$ cat src/rtl/core/ssbs_pkg.sv
// Package for the sorted store with binary search.
// Holds the controller state codes, datapath operation codes and the
// command and status structs shared by the controller and the datapath.
package ssbs_pkg;

   // Controller states
   typedef enum logic [3:0] {
      ST_CLEAR,
      ST_IDLE,
      ST_FETCH_J,
      ST_COMPARE,
      ST_WRITE_I,
      ST_PROBE,
      ST_DECIDE,
      ST_RD_LOW,
      ST_RD_HIGH,
      ST_REPLY
   } state_type;

   // Datapath operations, one per cycle
   typedef enum logic [3:0] {
      OP_NONE,
      OP_CLEAR,
      OP_LOAD,
      OP_START,
      OP_FETCH_J,
      OP_COMPARE,
      OP_WRITE_I,
      OP_PROBE,
      OP_DECIDE,
      OP_FETCH_LOW,
      OP_FETCH_HIGH
   } op_type;

   typedef struct packed {
      op_type op;
      logic   rsp_load;
   } cmd_type;

   typedef struct packed {
      logic clr_last;
      logic single;
      logic j_last;
      logic i_last;
      logic range_empty;
      logic hit;
      logic rsp_full;
   } status_type;

   // Function codes of an input word
   localparam logic FUNC_LOAD   = 1'b0;
   localparam logic FUNC_SEARCH = 1'b1;

   // Register map: paddr[2] selects the register on a write; a read decodes the whole paddr
   localparam logic REG_ELEMENT_COUNT = 1'b0;

   localparam int         COUNT_W     = 7;
   localparam logic [6:0] COUNT_RESET = 7'd3;
   localparam int         VALUE_W     = 32;
   localparam int         POS_W       = 6;
   localparam int         CSR_DW      = 32;
   localparam int         CSR_AW      = 3;

endpackage

$ cat src/rtl/core/ssbs_dp.sv
// Datapath of the sorted store: the store memory, sort and search index
// registers, comparators and the result register.
// Depends on ssbs_pkg for the command and status structs.
module ssbs_dp #(
   parameter int DEPTH = 64,
   parameter int WIDTH = 32
) (
   input  logic                             clock,
   input  logic                             reset,
   input  ssbs_pkg::cmd_type                cmd,
   output ssbs_pkg::status_type             status,
   input  logic signed [ssbs_pkg::VALUE_W-1:0] req_value,
   input  logic [ssbs_pkg::COUNT_W-1:0]     count,
   input  logic                             rsp_ready,
   output logic                             rsp_valid,
   output logic                             rsp_found,
   output logic [ssbs_pkg::POS_W-1:0]       rsp_position,
   output logic signed [ssbs_pkg::VALUE_W-1:0] rsp_lowest,
   output logic signed [ssbs_pkg::VALUE_W-1:0] rsp_highest
);

   localparam int PW  = (DEPTH > 1) ? $clog2(DEPTH) : 1;
   localparam int CW  = $clog2(DEPTH + 1);
   localparam int LW  = CW + 1;
   localparam int XW  = CW + ssbs_pkg::COUNT_W;
   localparam int PSW = ssbs_pkg::POS_W;
   localparam int VW  = ssbs_pkg::VALUE_W;

   // Sign-extend or truncate a stored entry to a result word
   function automatic logic signed [VW-1:0] to_word(input logic signed [WIDTH-1:0] w);
      logic signed [63:0] ext;
      ext = 64'(w);
      return ext[VW-1:0];
   endfunction

   logic signed [WIDTH-1:0] mem [DEPTH];
   logic signed [WIDTH-1:0] rd_data_ff;

   logic [PW-1:0]           clr_ff, clr_in;
   logic [PW-1:0]           wp_ff, wp_in;
   logic [PW-1:0]           i_ff, i_in;
   logic [PW-1:0]           j_ff, j_in;
   logic signed [WIDTH-1:0] key_ff, key_in;
   logic signed [WIDTH-1:0] cur_ff, cur_in;
   logic signed [LW-1:0]    low_ff, low_in;
   logic signed [LW-1:0]    high_ff, high_in;
   logic                    found_ff, found_in;
   logic [PW-1:0]           hit_ff, hit_in;
   logic signed [WIDTH-1:0] lowest_ff, lowest_in;
   logic                    rsp_valid_ff, rsp_valid_in;
   logic                    rsp_found_ff;
   logic [PSW-1:0]          rsp_position_ff;
   logic signed [VW-1:0]    rsp_lowest_ff, rsp_highest_ff;

   logic [XW-1:0]           cnt_x;
   logic [CW-1:0]           n_w;
   logic [PW-1:0]           last_idx;
   logic signed [WIDTH-1:0] key_w;
   logic [PW-1:0]           wp_eff;
   logic [CW-1:0]           wp_inc;
   logic signed [LW:0]      mid_sum;
   logic signed [LW-1:0]    mid_s;
   logic [PW-1:0]           mid;
   logic                    swap;
   logic                    key_eq, key_lt;

   logic                    wr_en, rd_en;
   logic [PW-1:0]           wr_addr, rd_addr;
   logic signed [WIDTH-1:0] wr_data;

   // Clamp the entry count to 1..DEPTH
   always_comb begin
      cnt_x = XW'(count);
      if (cnt_x == '0) begin
         n_w = CW'(1);
      end else if (cnt_x > XW'(DEPTH)) begin
         n_w = CW'(DEPTH);
      end else begin
         n_w = CW'(cnt_x);
      end
      last_idx = PW'(n_w - CW'(1));
   end

   assign key_w = WIDTH'(req_value);

   // Load pointer wraps at the entry count
   always_comb begin
      wp_eff = (CW'(wp_ff) >= n_w) ? '0 : wp_ff;
      wp_inc = CW'(wp_eff) + CW'(1);
      wp_in  = (wp_inc >= n_w) ? '0 : PW'(wp_inc);
   end

   // Probe point and comparisons
   assign mid_sum = (LW+1)'(low_ff) + (LW+1)'(high_ff);
   assign mid_s   = LW'(mid_sum >>> 1);
   assign mid     = mid_s[PW-1:0];
   assign swap    = cur_ff > rd_data_ff;
   assign key_eq  = key_ff == rd_data_ff;
   assign key_lt  = key_ff < rd_data_ff;

   // Memory port selection per operation
   always_comb begin
      wr_en   = 1'b0;
      wr_addr = '0;
      wr_data = '0;
      rd_en   = 1'b0;
      rd_addr = '0;
      case (cmd.op)
         ssbs_pkg::OP_CLEAR: begin
            wr_en   = 1'b1;
            wr_addr = clr_ff;
         end
         ssbs_pkg::OP_LOAD: begin
            wr_en   = 1'b1;
            wr_addr = wp_eff;
            wr_data = key_w;
         end
         ssbs_pkg::OP_START: begin
            rd_en = 1'b1;
         end
         ssbs_pkg::OP_FETCH_J: begin
            rd_en   = 1'b1;
            rd_addr = i_ff + PW'(1);
         end
         ssbs_pkg::OP_COMPARE: begin
            rd_en   = 1'b1;
            rd_addr = j_ff + PW'(1);
            wr_en   = swap;
            wr_addr = j_ff;
            wr_data = cur_ff;
         end
         ssbs_pkg::OP_WRITE_I: begin
            wr_en   = 1'b1;
            wr_addr = i_ff;
            wr_data = cur_ff;
            rd_en   = 1'b1;
            rd_addr = i_ff + PW'(1);
         end
         ssbs_pkg::OP_PROBE: begin
            rd_en   = 1'b1;
            rd_addr = mid;
         end
         ssbs_pkg::OP_FETCH_LOW: begin
            rd_en = 1'b1;
         end
         ssbs_pkg::OP_FETCH_HIGH: begin
            rd_en   = 1'b1;
            rd_addr = last_idx;
         end
         default: begin
         end
      endcase
   end

   // Store memory with registered read
   always_ff @(posedge clock) begin
      if (wr_en) begin
         mem[wr_addr] <= wr_data;
      end
      if (rd_en) begin
         rd_data_ff <= mem[rd_addr];
      end
   end

   // Next values of the working registers
   always_comb begin
      clr_in    = clr_ff;
      i_in      = i_ff;
      j_in      = j_ff;
      key_in    = key_ff;
      cur_in    = cur_ff;
      low_in    = low_ff;
      high_in   = high_ff;
      found_in  = found_ff;
      hit_in    = hit_ff;
      lowest_in = lowest_ff;
      case (cmd.op)
         ssbs_pkg::OP_CLEAR: begin
            clr_in = clr_ff + PW'(1);
         end
         ssbs_pkg::OP_START: begin
            key_in   = key_w;
            i_in     = '0;
            low_in   = '0;
            high_in  = $signed({1'b0, n_w}) - LW'(1);
            found_in = 1'b0;
            hit_in   = '0;
         end
         ssbs_pkg::OP_FETCH_J: begin
            cur_in = rd_data_ff;
            j_in   = i_ff + PW'(1);
         end
         ssbs_pkg::OP_COMPARE: begin
            if (swap) begin
               cur_in = rd_data_ff;
            end
            j_in = j_ff + PW'(1);
         end
         ssbs_pkg::OP_WRITE_I: begin
            i_in = i_ff + PW'(1);
         end
         ssbs_pkg::OP_DECIDE: begin
            if (key_eq) begin
               found_in = 1'b1;
               hit_in   = mid;
            end else if (key_lt) begin
               high_in = mid_s - LW'(1);
            end else begin
               low_in = mid_s + LW'(1);
            end
         end
         ssbs_pkg::OP_FETCH_HIGH: begin
            lowest_in = rd_data_ff;
         end
         default: begin
         end
      endcase
   end

   // Hold a result word until it is taken
   assign rsp_valid_in = cmd.rsp_load ? 1'b1 : (rsp_ready ? 1'b0 : rsp_valid_ff);

   always_ff @(posedge clock) begin
      if (reset) begin
         clr_ff       <= '0;
         wp_ff        <= '0;
         rsp_valid_ff <= 1'b0;
      end else begin
         clr_ff       <= clr_in;
         rsp_valid_ff <= rsp_valid_in;
         if (cmd.op == ssbs_pkg::OP_LOAD) begin
            wp_ff <= wp_in;
         end
      end
   end

   always_ff @(posedge clock) begin
      i_ff      <= i_in;
      j_ff      <= j_in;
      key_ff    <= key_in;
      cur_ff    <= cur_in;
      low_ff    <= low_in;
      high_ff   <= high_in;
      found_ff  <= found_in;
      hit_ff    <= hit_in;
      lowest_ff <= lowest_in;
      if (cmd.rsp_load) begin
         rsp_found_ff    <= found_ff;
         rsp_position_ff <= PSW'(hit_ff);
         rsp_lowest_ff   <= to_word(lowest_ff);
         rsp_highest_ff  <= to_word(rd_data_ff);
      end
   end

   // Status to the controller
   always_comb begin
      status.clr_last    = clr_ff == PW'(DEPTH - 1);
      status.single      = n_w == CW'(1);
      status.j_last      = j_ff == last_idx;
      status.i_last      = (i_ff + PW'(1)) == last_idx;
      status.range_empty = low_ff > high_ff;
      status.hit         = key_eq;
      status.rsp_full    = rsp_valid_ff;
   end

   assign rsp_valid    = rsp_valid_ff;
   assign rsp_found    = rsp_found_ff;
   assign rsp_position = rsp_position_ff;
   assign rsp_lowest   = rsp_lowest_ff;
   assign rsp_highest  = rsp_highest_ff;

endmodule

$ cat src/rtl/core/ssbs_ctrl.sv
// Controller of the sorted store: clearing pass, load, exchange sort,
// binary search and reply sequencing.
// Depends on ssbs_pkg for state, operation and struct types.
module ssbs_ctrl (
   input  logic                 clock,
   input  logic                 reset,
   input  logic                 req_valid,
   input  logic                 req_func,
   output logic                 req_ready,
   input  logic                 rsp_ready,
   input  ssbs_pkg::status_type status,
   output ssbs_pkg::cmd_type    cmd
);

   ssbs_pkg::state_type state_ff, state_in;

   // State register
   always_ff @(posedge clock) begin
      if (reset) begin
         state_ff <= ssbs_pkg::ST_CLEAR;
      end else begin
         state_ff <= state_in;
      end
   end

   // Next state and datapath command
   always_comb begin
      state_in     = state_ff;
      cmd.op       = ssbs_pkg::OP_NONE;
      cmd.rsp_load = 1'b0;
      req_ready    = 1'b0;
      unique case (state_ff)
         ssbs_pkg::ST_CLEAR: begin
            cmd.op = ssbs_pkg::OP_CLEAR;
            if (status.clr_last) begin
               state_in = ssbs_pkg::ST_IDLE;
            end
         end
         ssbs_pkg::ST_IDLE: begin
            req_ready = 1'b1;
            if (req_valid) begin
               if (req_func == ssbs_pkg::FUNC_SEARCH) begin
                  cmd.op   = ssbs_pkg::OP_START;
                  state_in = status.single ? ssbs_pkg::ST_PROBE : ssbs_pkg::ST_FETCH_J;
               end else begin
                  cmd.op = ssbs_pkg::OP_LOAD;
               end
            end
         end
         ssbs_pkg::ST_FETCH_J: begin
            cmd.op   = ssbs_pkg::OP_FETCH_J;
            state_in = ssbs_pkg::ST_COMPARE;
         end
         ssbs_pkg::ST_COMPARE: begin
            cmd.op = ssbs_pkg::OP_COMPARE;
            if (status.j_last) begin
               state_in = ssbs_pkg::ST_WRITE_I;
            end
         end
         ssbs_pkg::ST_WRITE_I: begin
            cmd.op   = ssbs_pkg::OP_WRITE_I;
            state_in = status.i_last ? ssbs_pkg::ST_PROBE : ssbs_pkg::ST_FETCH_J;
         end
         ssbs_pkg::ST_PROBE: begin
            cmd.op   = ssbs_pkg::OP_PROBE;
            state_in = status.range_empty ? ssbs_pkg::ST_RD_LOW : ssbs_pkg::ST_DECIDE;
         end
         ssbs_pkg::ST_DECIDE: begin
            cmd.op   = ssbs_pkg::OP_DECIDE;
            state_in = status.hit ? ssbs_pkg::ST_RD_LOW : ssbs_pkg::ST_PROBE;
         end
         ssbs_pkg::ST_RD_LOW: begin
            cmd.op   = ssbs_pkg::OP_FETCH_LOW;
            state_in = ssbs_pkg::ST_RD_HIGH;
         end
         ssbs_pkg::ST_RD_HIGH: begin
            cmd.op   = ssbs_pkg::OP_FETCH_HIGH;
            state_in = ssbs_pkg::ST_REPLY;
         end
         ssbs_pkg::ST_REPLY: begin
            if (!status.rsp_full || rsp_ready) begin
               cmd.rsp_load = 1'b1;
               state_in     = ssbs_pkg::ST_IDLE;
            end
         end
         default: begin
            state_in = ssbs_pkg::ST_IDLE;
         end
      endcase
   end

endmodule

$ cat src/rtl/core/sorted_store_binary_search_top.sv
// Load word: accepted while idle, next word may follow at once.
// Search word: the store is sorted with one compare per cycle on the single-read-port
// store, then binary-searched, and the reply follows. One word at a time.
// Reset: clears the store with req_ready low; CSR stays open.
module sorted_store_binary_search_top #(
   parameter int DEPTH = 64,
   parameter int WIDTH = 32
) (
   input  logic                                    clock,
   input  logic                                    reset,
   input  logic                                    req_valid,
   output logic                                    req_ready,
   input  logic                                    req_func,
   input  logic signed [ssbs_pkg::VALUE_W-1:0]     req_value,
   output logic                                    rsp_valid,
   input  logic                                    rsp_ready,
   output logic                                    rsp_found,
   output logic [ssbs_pkg::POS_W-1:0]              rsp_position,
   output logic signed [ssbs_pkg::VALUE_W-1:0]     rsp_lowest,
   output logic signed [ssbs_pkg::VALUE_W-1:0]     rsp_highest,
   input  logic                                    csr_psel,
   input  logic                                    csr_penable,
   input  logic                                    csr_pwrite,
   input  logic [ssbs_pkg::CSR_AW-1:0]             csr_paddr,
   input  logic [ssbs_pkg::CSR_DW-1:0]             csr_pwdata,
   output logic [ssbs_pkg::CSR_DW-1:0]             csr_prdata,
   output logic                                    csr_pready
);

   localparam int DW = ssbs_pkg::CSR_DW;

   logic [ssbs_pkg::COUNT_W-1:0] count_ff, count_in;
   logic                         csr_wr;
   ssbs_pkg::cmd_type            cmd;
   ssbs_pkg::status_type         status;

   // Register write on the access phase
   assign csr_pready = 1'b1;
   assign csr_wr     = csr_psel && csr_penable && csr_pwrite && csr_pready &&
                       (csr_paddr[2] == ssbs_pkg::REG_ELEMENT_COUNT);
   assign count_in   = csr_wr ? csr_pwdata[ssbs_pkg::COUNT_W-1:0] : count_ff;

   always_ff @(posedge clock) begin
      if (reset) begin
         count_ff <= ssbs_pkg::COUNT_RESET;
      end else begin
         count_ff <= count_in;
      end
   end

   // Read back the entry count at its own address
   assign csr_prdata = (csr_paddr == '0) ? DW'(count_ff) : '0;

   ssbs_ctrl u_ctrl (
      .clock     (clock),
      .reset     (reset),
      .req_valid (req_valid),
      .req_func  (req_func),
      .req_ready (req_ready),
      .rsp_ready (rsp_ready),
      .status    (status),
      .cmd       (cmd)
   );

   ssbs_dp #(
      .DEPTH (DEPTH),
      .WIDTH (WIDTH)
   ) u_dp (
      .clock        (clock),
      .reset        (reset),
      .cmd          (cmd),
      .status       (status),
      .req_value    (req_value),
      .count        (count_ff),
      .rsp_ready    (rsp_ready),
      .rsp_valid    (rsp_valid),
      .rsp_found    (rsp_found),
      .rsp_position (rsp_position),
      .rsp_lowest   (rsp_lowest),
      .rsp_highest  (rsp_highest)
   );

endmodule

$ cat config.mk
export PLATFORM = sky130hd
export DESIGN_NAME = sorted_store_binary_search_top
export DESIGN_NICKNAME = d
export VERILOG_FILES = /design/src/rtl/core/ssbs_pkg.sv /design/src/rtl/core/ssbs_dp.sv /design/src/rtl/core/ssbs_ctrl.sv /design/src/rtl/core/sorted_store_binary_search_top.sv
export SDC_FILE = /design/constraint.sdc
export NUM_CORES = 2
export LEC_CHECK = 0
export BUFFER_PORTS_ARGS = -buffer_cell sky130_fd_sc_hd__buf_4
export CORE_ASPECT_RATIO = 2
export CORE_MARGIN = 10
export CORE_UTILIZATION = 45
export CTS_BUF_LIST = sky130_fd_sc_hd__clkbuf_4
export CTS_CLUSTER_DIAMETER = 50
export DETAILED_ROUTE_END_ITERATION = 16
export SLEW_MARGIN = 20
export SYNTH_ARGS = -nofsm -noshare
export SYNTH_HDL_FRONTEND = slang
export SYNTH_SLANG_ARGS = --single-unit
$ cat constraint.sdc
create_clock -name clock -period 13.25 [get_ports clock]
set_clock_uncertainty 0.15 [all_clocks]
set_input_delay 0 -clock clock [delete_from_list [all_inputs] [get_ports clock]]
set_output_delay 0 -clock clock [all_outputs]
set_load 0.05 [all_outputs]
Word-level counts from Yosys, hierarchy flattened --
Memory sizes are Yosys's and may differ from the RTL's. A register that Yosys moved wholly into a read port is not among the register bits. Index checks and enable logic that the tools add are counted.
Storage, ports and cells: register bits after elaboration 226, memory bits (writable) 2048, input port bits 75, output and inout bits 106, logic and storage cells 134, memories 1
Memory list:
- u_dp.mem | words 64, width 32, read ports 1, clocked after Yosys merged registers in 1, write ports 1, RTL line ssbs_dp.sv:36 | logic signed [WIDTH-1:0] mem [DEPTH];
Operators by class: $add $sub $neg 9, $lt $le $gt $ge 6, equal/unequal tests 34, mux-type cells 44, bitwise logic cells 1, reduce and logical (&&, ||, !) cells 21
Operators by type and width (number):
- 32-bit case mux with 2 select lines | 2
- 6-bit case mux with 4 select lines | 2
- 4-bit case mux with 10 select lines | 1
- 4-bit case mux with 9 select lines | 1
- 6-bit case mux with 2 select lines | 3
- 32-bit equality test | 1
- 4-bit by 3-bit equality test with 1-bit output (second input constant) | 8
- 32-bit > comparator | 1
- 32-bit less-than comparator | 1
- 32-bit two-way mux | 1
- 8-bit two-way mux | 4
- 8-bit case mux with 2 select lines | 2
- 4-bit two-way mux | 6
- 7-bit two-way mux | 3
- 4-bit equality test (second input constant) | 5
- 6-bit by 1-bit adder with 6-bit output (second input constant) | 3
- 6-bit two-way mux | 3
- 4-bit by 2-bit equality test with 1-bit output (second input constant) | 4
- 6-bit equality test | 2
- 2-bit != test (second input constant) | 6
- 1-bit two-way mux | 11
- 8-bit by 8-bit adder with 9-bit output | 1
- 8-bit by 2-bit adder with 8-bit output (second input constant) | 1
- 4-bit by 1-bit equality test with 1-bit output (second input constant) | 2
- other kinds (28) | 41

Depth between registers and ports, before layout --
depth in word-level cells 8, mapped depth 21, gate-level depth less buffers 21

Cells and area by module --
A second synthesis with hierarchy kept.
Second synthesis, totals: cell total of the unflattened synthesis 6669, area, all modules 93021.7 um^2
Modules (own cells, without submodules):
- ssbs_dp | instances 1, cells each 6541, area each 92039.5 um^2, seq. area each 68786.0 um^2
- sorted_store_binary_search_top | instances 1, cells each 67, area each 573.0 um^2, seq. area each 140.1 um^2
- ssbs_ctrl | instances 1, cells each 61, area each 409.1 um^2, seq. area each 80.1 um^2

Worst setup path before layout --
Ideal clock, no wire load.
path type register to register, start reg count_ff[2] in the netlist's numbering, end mem u_dp.mem[34][0], enable pin, library setup time 0.502 ns, data arrival time 6.268 ns, required time 12.598 ns, path slack 6.330 ns, cell stages (with the launch flop) 16, path buffers 2, period minus slack after synthesis 6.920 ns, cell sequence dfxtp_1 or3_1 nor3_1 o21a_1 ha_1 nand2b_1 a21o_1 a21o_1 a21o_1 a211oi_1 o21a_1 buf_2 a21bo_2 buf_2 nand2_1 nor4_1
Between the ends: word-level cells in the longest chain between the ends 6, elaborated cells between the ends (all ways) 7, those cells by class order compare: 2; mux: 4; reduce/logical: 1
RTL lines:
- start: declaration | RTL line sorted_store_binary_search_top.sv:32 | logic [ssbs_pkg::COUNT_W-1:0] count_ff, count_in;
- start signal: assignment | RTL line sorted_store_binary_search_top.sv:45 | count_ff <= ssbs_pkg::COUNT_RESET;
- start signal: assignment | RTL line sorted_store_binary_search_top.sv:47 | count_ff <= count_in;
- 7-bit > comparator | RTL line ssbs_dp.sv:76 | end else if (cnt_x > XW'(DEPTH)) begin
- 7-bit two-way mux | RTL line ssbs_dp.sv:76
- 7-bit two-way mux (*) | RTL line ssbs_dp.sv:74 | if (cnt_x == '0) begin
- 6-bit by 7-bit >= comparator with 1-bit output (*) | RTL line ssbs_dp.sv:88 | wp_eff = (CW'(wp_ff) >= n_w) ? '0 : wp_ff;
- 6-bit two-way mux (*) | RTL line ssbs_dp.sv:88
- 6-bit case mux with 4 select lines (*) | RTL line ssbs_dp.sv:108 | case (cmd.op)
- end: declaration | RTL line ssbs_dp.sv:36
Mark *: on every way between the ends. The rest lies on a longest branch, timed or not.

Worst setup path after layout --
start reg count_ff[3] in the netlist's numbering, end reg u_dp.rd_data_ff[7], read port of u_dp.mem (data pin)
Between the ends: word-level cells in the longest chain between the ends 5, elaborated cells between the ends (all ways) 6, those cells by class add/sub: 1; order compare: 1; mux: 3; reduce/logical: 1
RTL lines:
- 7-bit > comparator | RTL line ssbs_dp.sv:76
- 7-bit two-way mux | RTL line ssbs_dp.sv:76
- 7-bit two-way mux (*) | RTL line ssbs_dp.sv:74
- 6-bit by 1-bit subtractor with 6-bit output (*) | RTL line ssbs_dp.sv:81 | last_idx = PW'(n_w - CW'(1));
- 6-bit case mux with 4 select lines (*) | RTL line ssbs_dp.sv:108
- end: declaration | RTL line ssbs_dp.sv:37 | logic signed [WIDTH-1:0] rd_data_ff;
Marked as above. A chain may end at the register's enable or synchronous reset.

==> impl_metrics.ini <==
[layout]
nNetsFinal = 7486
multi_input_area_um2 = 23400
seqCellArea_um2 = 69000
fillers = 17700
area_growth_pct = 12.1
utilization = 0.507
layout-drive-gt1-share = 0.150

[run]
max_cap_violations = 0

[yosys]
synth_area_um2 = 94300
synth_top_area_frac = 0.727
synth-xor-area-share = 0.00409
synthTopCellsByArea = edfxtp_1 73%, nand2_1 6.2%, nand3_1 2.7%
yosys.area.top_type = edfxtp_1
synth_top_family_by_area = simple AND/OR/NAND/NOR gates
synthAdderAreaFrac = 0.0136
synth-warning-count = 0
postSynthAreaPerCell_um2 = 13.7
yosys.area_share.simple = 0.128
synth_ff_type = edfxtp_1
synth_compound_area_frac = 0.0836
yosysUniqueCellTypes = 93
ys_seq_area_frac = 0.732
ys_ff_latch = 2306
synth_cells = 6865
ys_async_sr_fraction = 0
synth-edff-count = 2282
muxShareOfSynthArea = 0.0109

[pwr]
peakVddDrop_v = 0.0000623
p_leak_nw = 38.3
power_density_nw_per_um2 = 125

[placed_design]
portBuffers = 129
place_congestion = 0.841
dpl.hpwl_mm = 159

[timing]
max_freq_mhz = 153
slew_headroom = 0.210
worstMarginPinSlew_ps = 1180
fin_crit_ps = 6550
fin_setup_tns_ps = 0
period_share = 0.494
final_hold_viol_count = 0
setup_viol = 0
slew_violations = 0
rsz0062_at_grt = false

[worst_hold_path]
holdCritPathClass = input port to register

[detailed_routing]
drt_pass1_iterations = 6
num_vias = 62300
via_per_inst = 5.98
wl_mm = 288
wire_per_inst_um = 27.6
postRouteAntennaNets = 0
drc = 0
drt_iter0_markers = 6157

[setup_path]
arrival_ps = 7410
cpPeakStageDelay_ps = 670
end_kind = register
path_class = register to register
cp.required_ps = 14120
cp_max_fo = 143
slowest_stage = and2_4
start_kind = register
crit_chain = or3_1, nor3_1, o21a_1, inv_1, ha_1, xnor2_1, o221a_4, and2_4, buf_12, buf_4, nand2_1, a311oi_1, o21ai_0, and4_1, a21oi_1

[clock_network]
cts_max_level = 5
numCtsBuffers = 478
clockRootBuffer = clkbuf_4
clock_latency_ps = 1220
tritoncts = done
post_cts_resized = 0
clk_pin_slew_ps = 80
postCtsHoldBufs = 142
post-cts-setup-buffers = 0
cts_sinks = 2306
clockBufferDepth = 4

[floorplan]
dieArea_um2 = 229000
die_w_um = 344
core_um2 = 208000
start_util = 0.452
die_h_um = 667
ios = 181
placementRows = 237

[global_routing]
grt-ovfl-total = 0
grt_max_degree = 158
antenna_found_initial = 5
grt_use_total = 0.244
grt_pass1_wl_mm = 413
grt_pass1_vias = 62300

[status]
status = finished clean
[critical path, delay by kind of cell, from the launching register on]
kind	cells	cell delay (ps)
AOI/OAI and AO/OA	5	1880
and+or+nand+nor	5	1610
buffers and inverters	3	1310
xor gates and xnor gates	1	540
DFF	1	380
adders and majority gates	1	270
[cell usage in the layout (no fill, tap or decap), types with 76 or more instances in the layout]
cell type	netlist	final
a311oi_1	280	280
edfxtp_1	2282	2282
dlygate4sd3_1	0	142
and3_1	256	255
buf_4	53	285
mux2i_1	76	76
ha_1	101	101
nand3_1	515	514
nand2_1	1569	1567
a211oi_1	207	207
clkinv_1	1	148
clkbuf_4	0	662
nor2_1	87	87
a21oi_1	177	177
[cells by family (layout without fill, tap and decap cells)]
kind of cell / Yosys count / count (layout)
AOI/OAI and AO/OA: 1063 / 1063
xor gates and xnor gates: 44 / 44
adders and majority gates: 102 / 102
buffers and inverters: 560 / 1348
DFF: 2306 / 2306
muxes: 90 / 90
other: 2 / 33
and+or+nand+nor: 2698 / 2698
[Yosys cell counts (10+ instances only)]
| master | instances |
|---|---|
| or3_1 | 27 |
| a21o_1 | 31 |
| nor4_1 | 36 |
| buf_6 | 11 |
| buf_4 | 53 |
| a211oi_1 | 207 |
| a22oi_1 | 17 |
| xor2_1 | 23 |
| a22o_1 | 42 |
| a32oi_1 | 13 |
| mux2i_1 | 76 |
| mux4_2 | 10 |
| ha_1 | 101 |
| o21ai_0 | 70 |
| nand2_1 | 1569 |
| o21a_1 | 23 |
| nand2b_1 | 12 |
| nor3_1 | 101 |
| buf_2 | 205 |
| xnor2_1 | 21 |
| buf_1 | 43 |
| inv_1 | 61 |
| clkbuf_1 | 186 |
| nor2_1 | 87 |
| a31oi_1 | 66 |
| a211o_1 | 10 |
| a21oi_1 | 177 |
| nand4_1 | 21 |
| dfxtp_1 | 24 |
| o22ai_1 | 12 |
| and2_1 | 12 |
| nor2b_1 | 15 |
| o311ai_1 | 11 |
| and3_1 | 256 |
| a311oi_1 | 280 |
| nand3_1 | 515 |
| edfxtp_1 | 2282 |
[flip-flops by register name, summed over array words and instances, names as in the netlist, 4 cells and up]
name and cells:
u_dp.cur_ff 32, u_dp.clr_ff 6, u_dp.high_ff 8, u_dp.low_ff 8, u_dp.rd_data_ff 32, u_dp.mem 2048
u_dp.lowest_ff 32, u_dp.key_ff 32, u_dp.hit_ff 6, u_dp.i_ff 6, u_dp.rsp_position 6, count_ff 7
u_dp.wp_ff 6, u_ctrl.state_ff 4, u_dp.rsp_highest 32, u_dp.j_ff 6, u_dp.rsp_lowest 32
[cell type report]
cell class,instances,share of cell area
tap,2748,0.0325
timing repair buffer,438,0.0358
clock inverter,186,0.00810
inverter,62,0.00220
antenna,7,0.000166
multi-input combinational,4023,0.221
sequential,2306,0.653
clock buffer,662,0.0470
[final timing paths]
check | slack (ps) | cells after the start | to | start
max | 6700 | 15 | u_dp.rd_data_ff[7] | count_ff[3]
min | 200 | 6 | u_dp.wp_ff[0] | req_valid
max reg2reg | 6700 | 15 | u_dp.rd_data_ff[7] | count_ff[3]
min reg2reg | 260 | 0 | u_dp.rsp_lowest[25] | u_dp.lowest_ff[25]
[per-layer routing]
layer | vias up | track usage | share of wire
met5 | - | 0 | 0
met4 | 0 | 0.129 | 0.055
met3 | 726 | 0.0337 | 0.071
met2 | 2985 | 0.442 | 0.52
met1 | 31400 | 0.275 | 0.35
li1 | 27300 | - | -
[stage by stage]
stage                     cells  total power, mW  setup WS [ps]  hold WS (ps)  instance area, um2
after global routing      10400             13.7           6540           183              106000
after floorplan            6889             8.20           6330         -78.4               94400
after global placement     9435             8.28           6910          47.0               98300
after CTS                 10400             13.3           6800          27.1              106000
after detailed placement   9435             8.28           6840          44.7               98400
final                     10400             13.2           6700           197              106000
[where the power goes]
| group | total [mW] | internal (mW) | switching (mW) |
|---|---|---|---|
| registers | 7.94 | 7.93 | 0.00884 |
| logic | 0.212 | 0.0772 | 0.134 |
| clock network | 5.07 | 2.39 | 2.68 |
| total | 13.2 | 10.4 | 2.82 |
No activity file was read; power rests on OpenSTA's default activity.
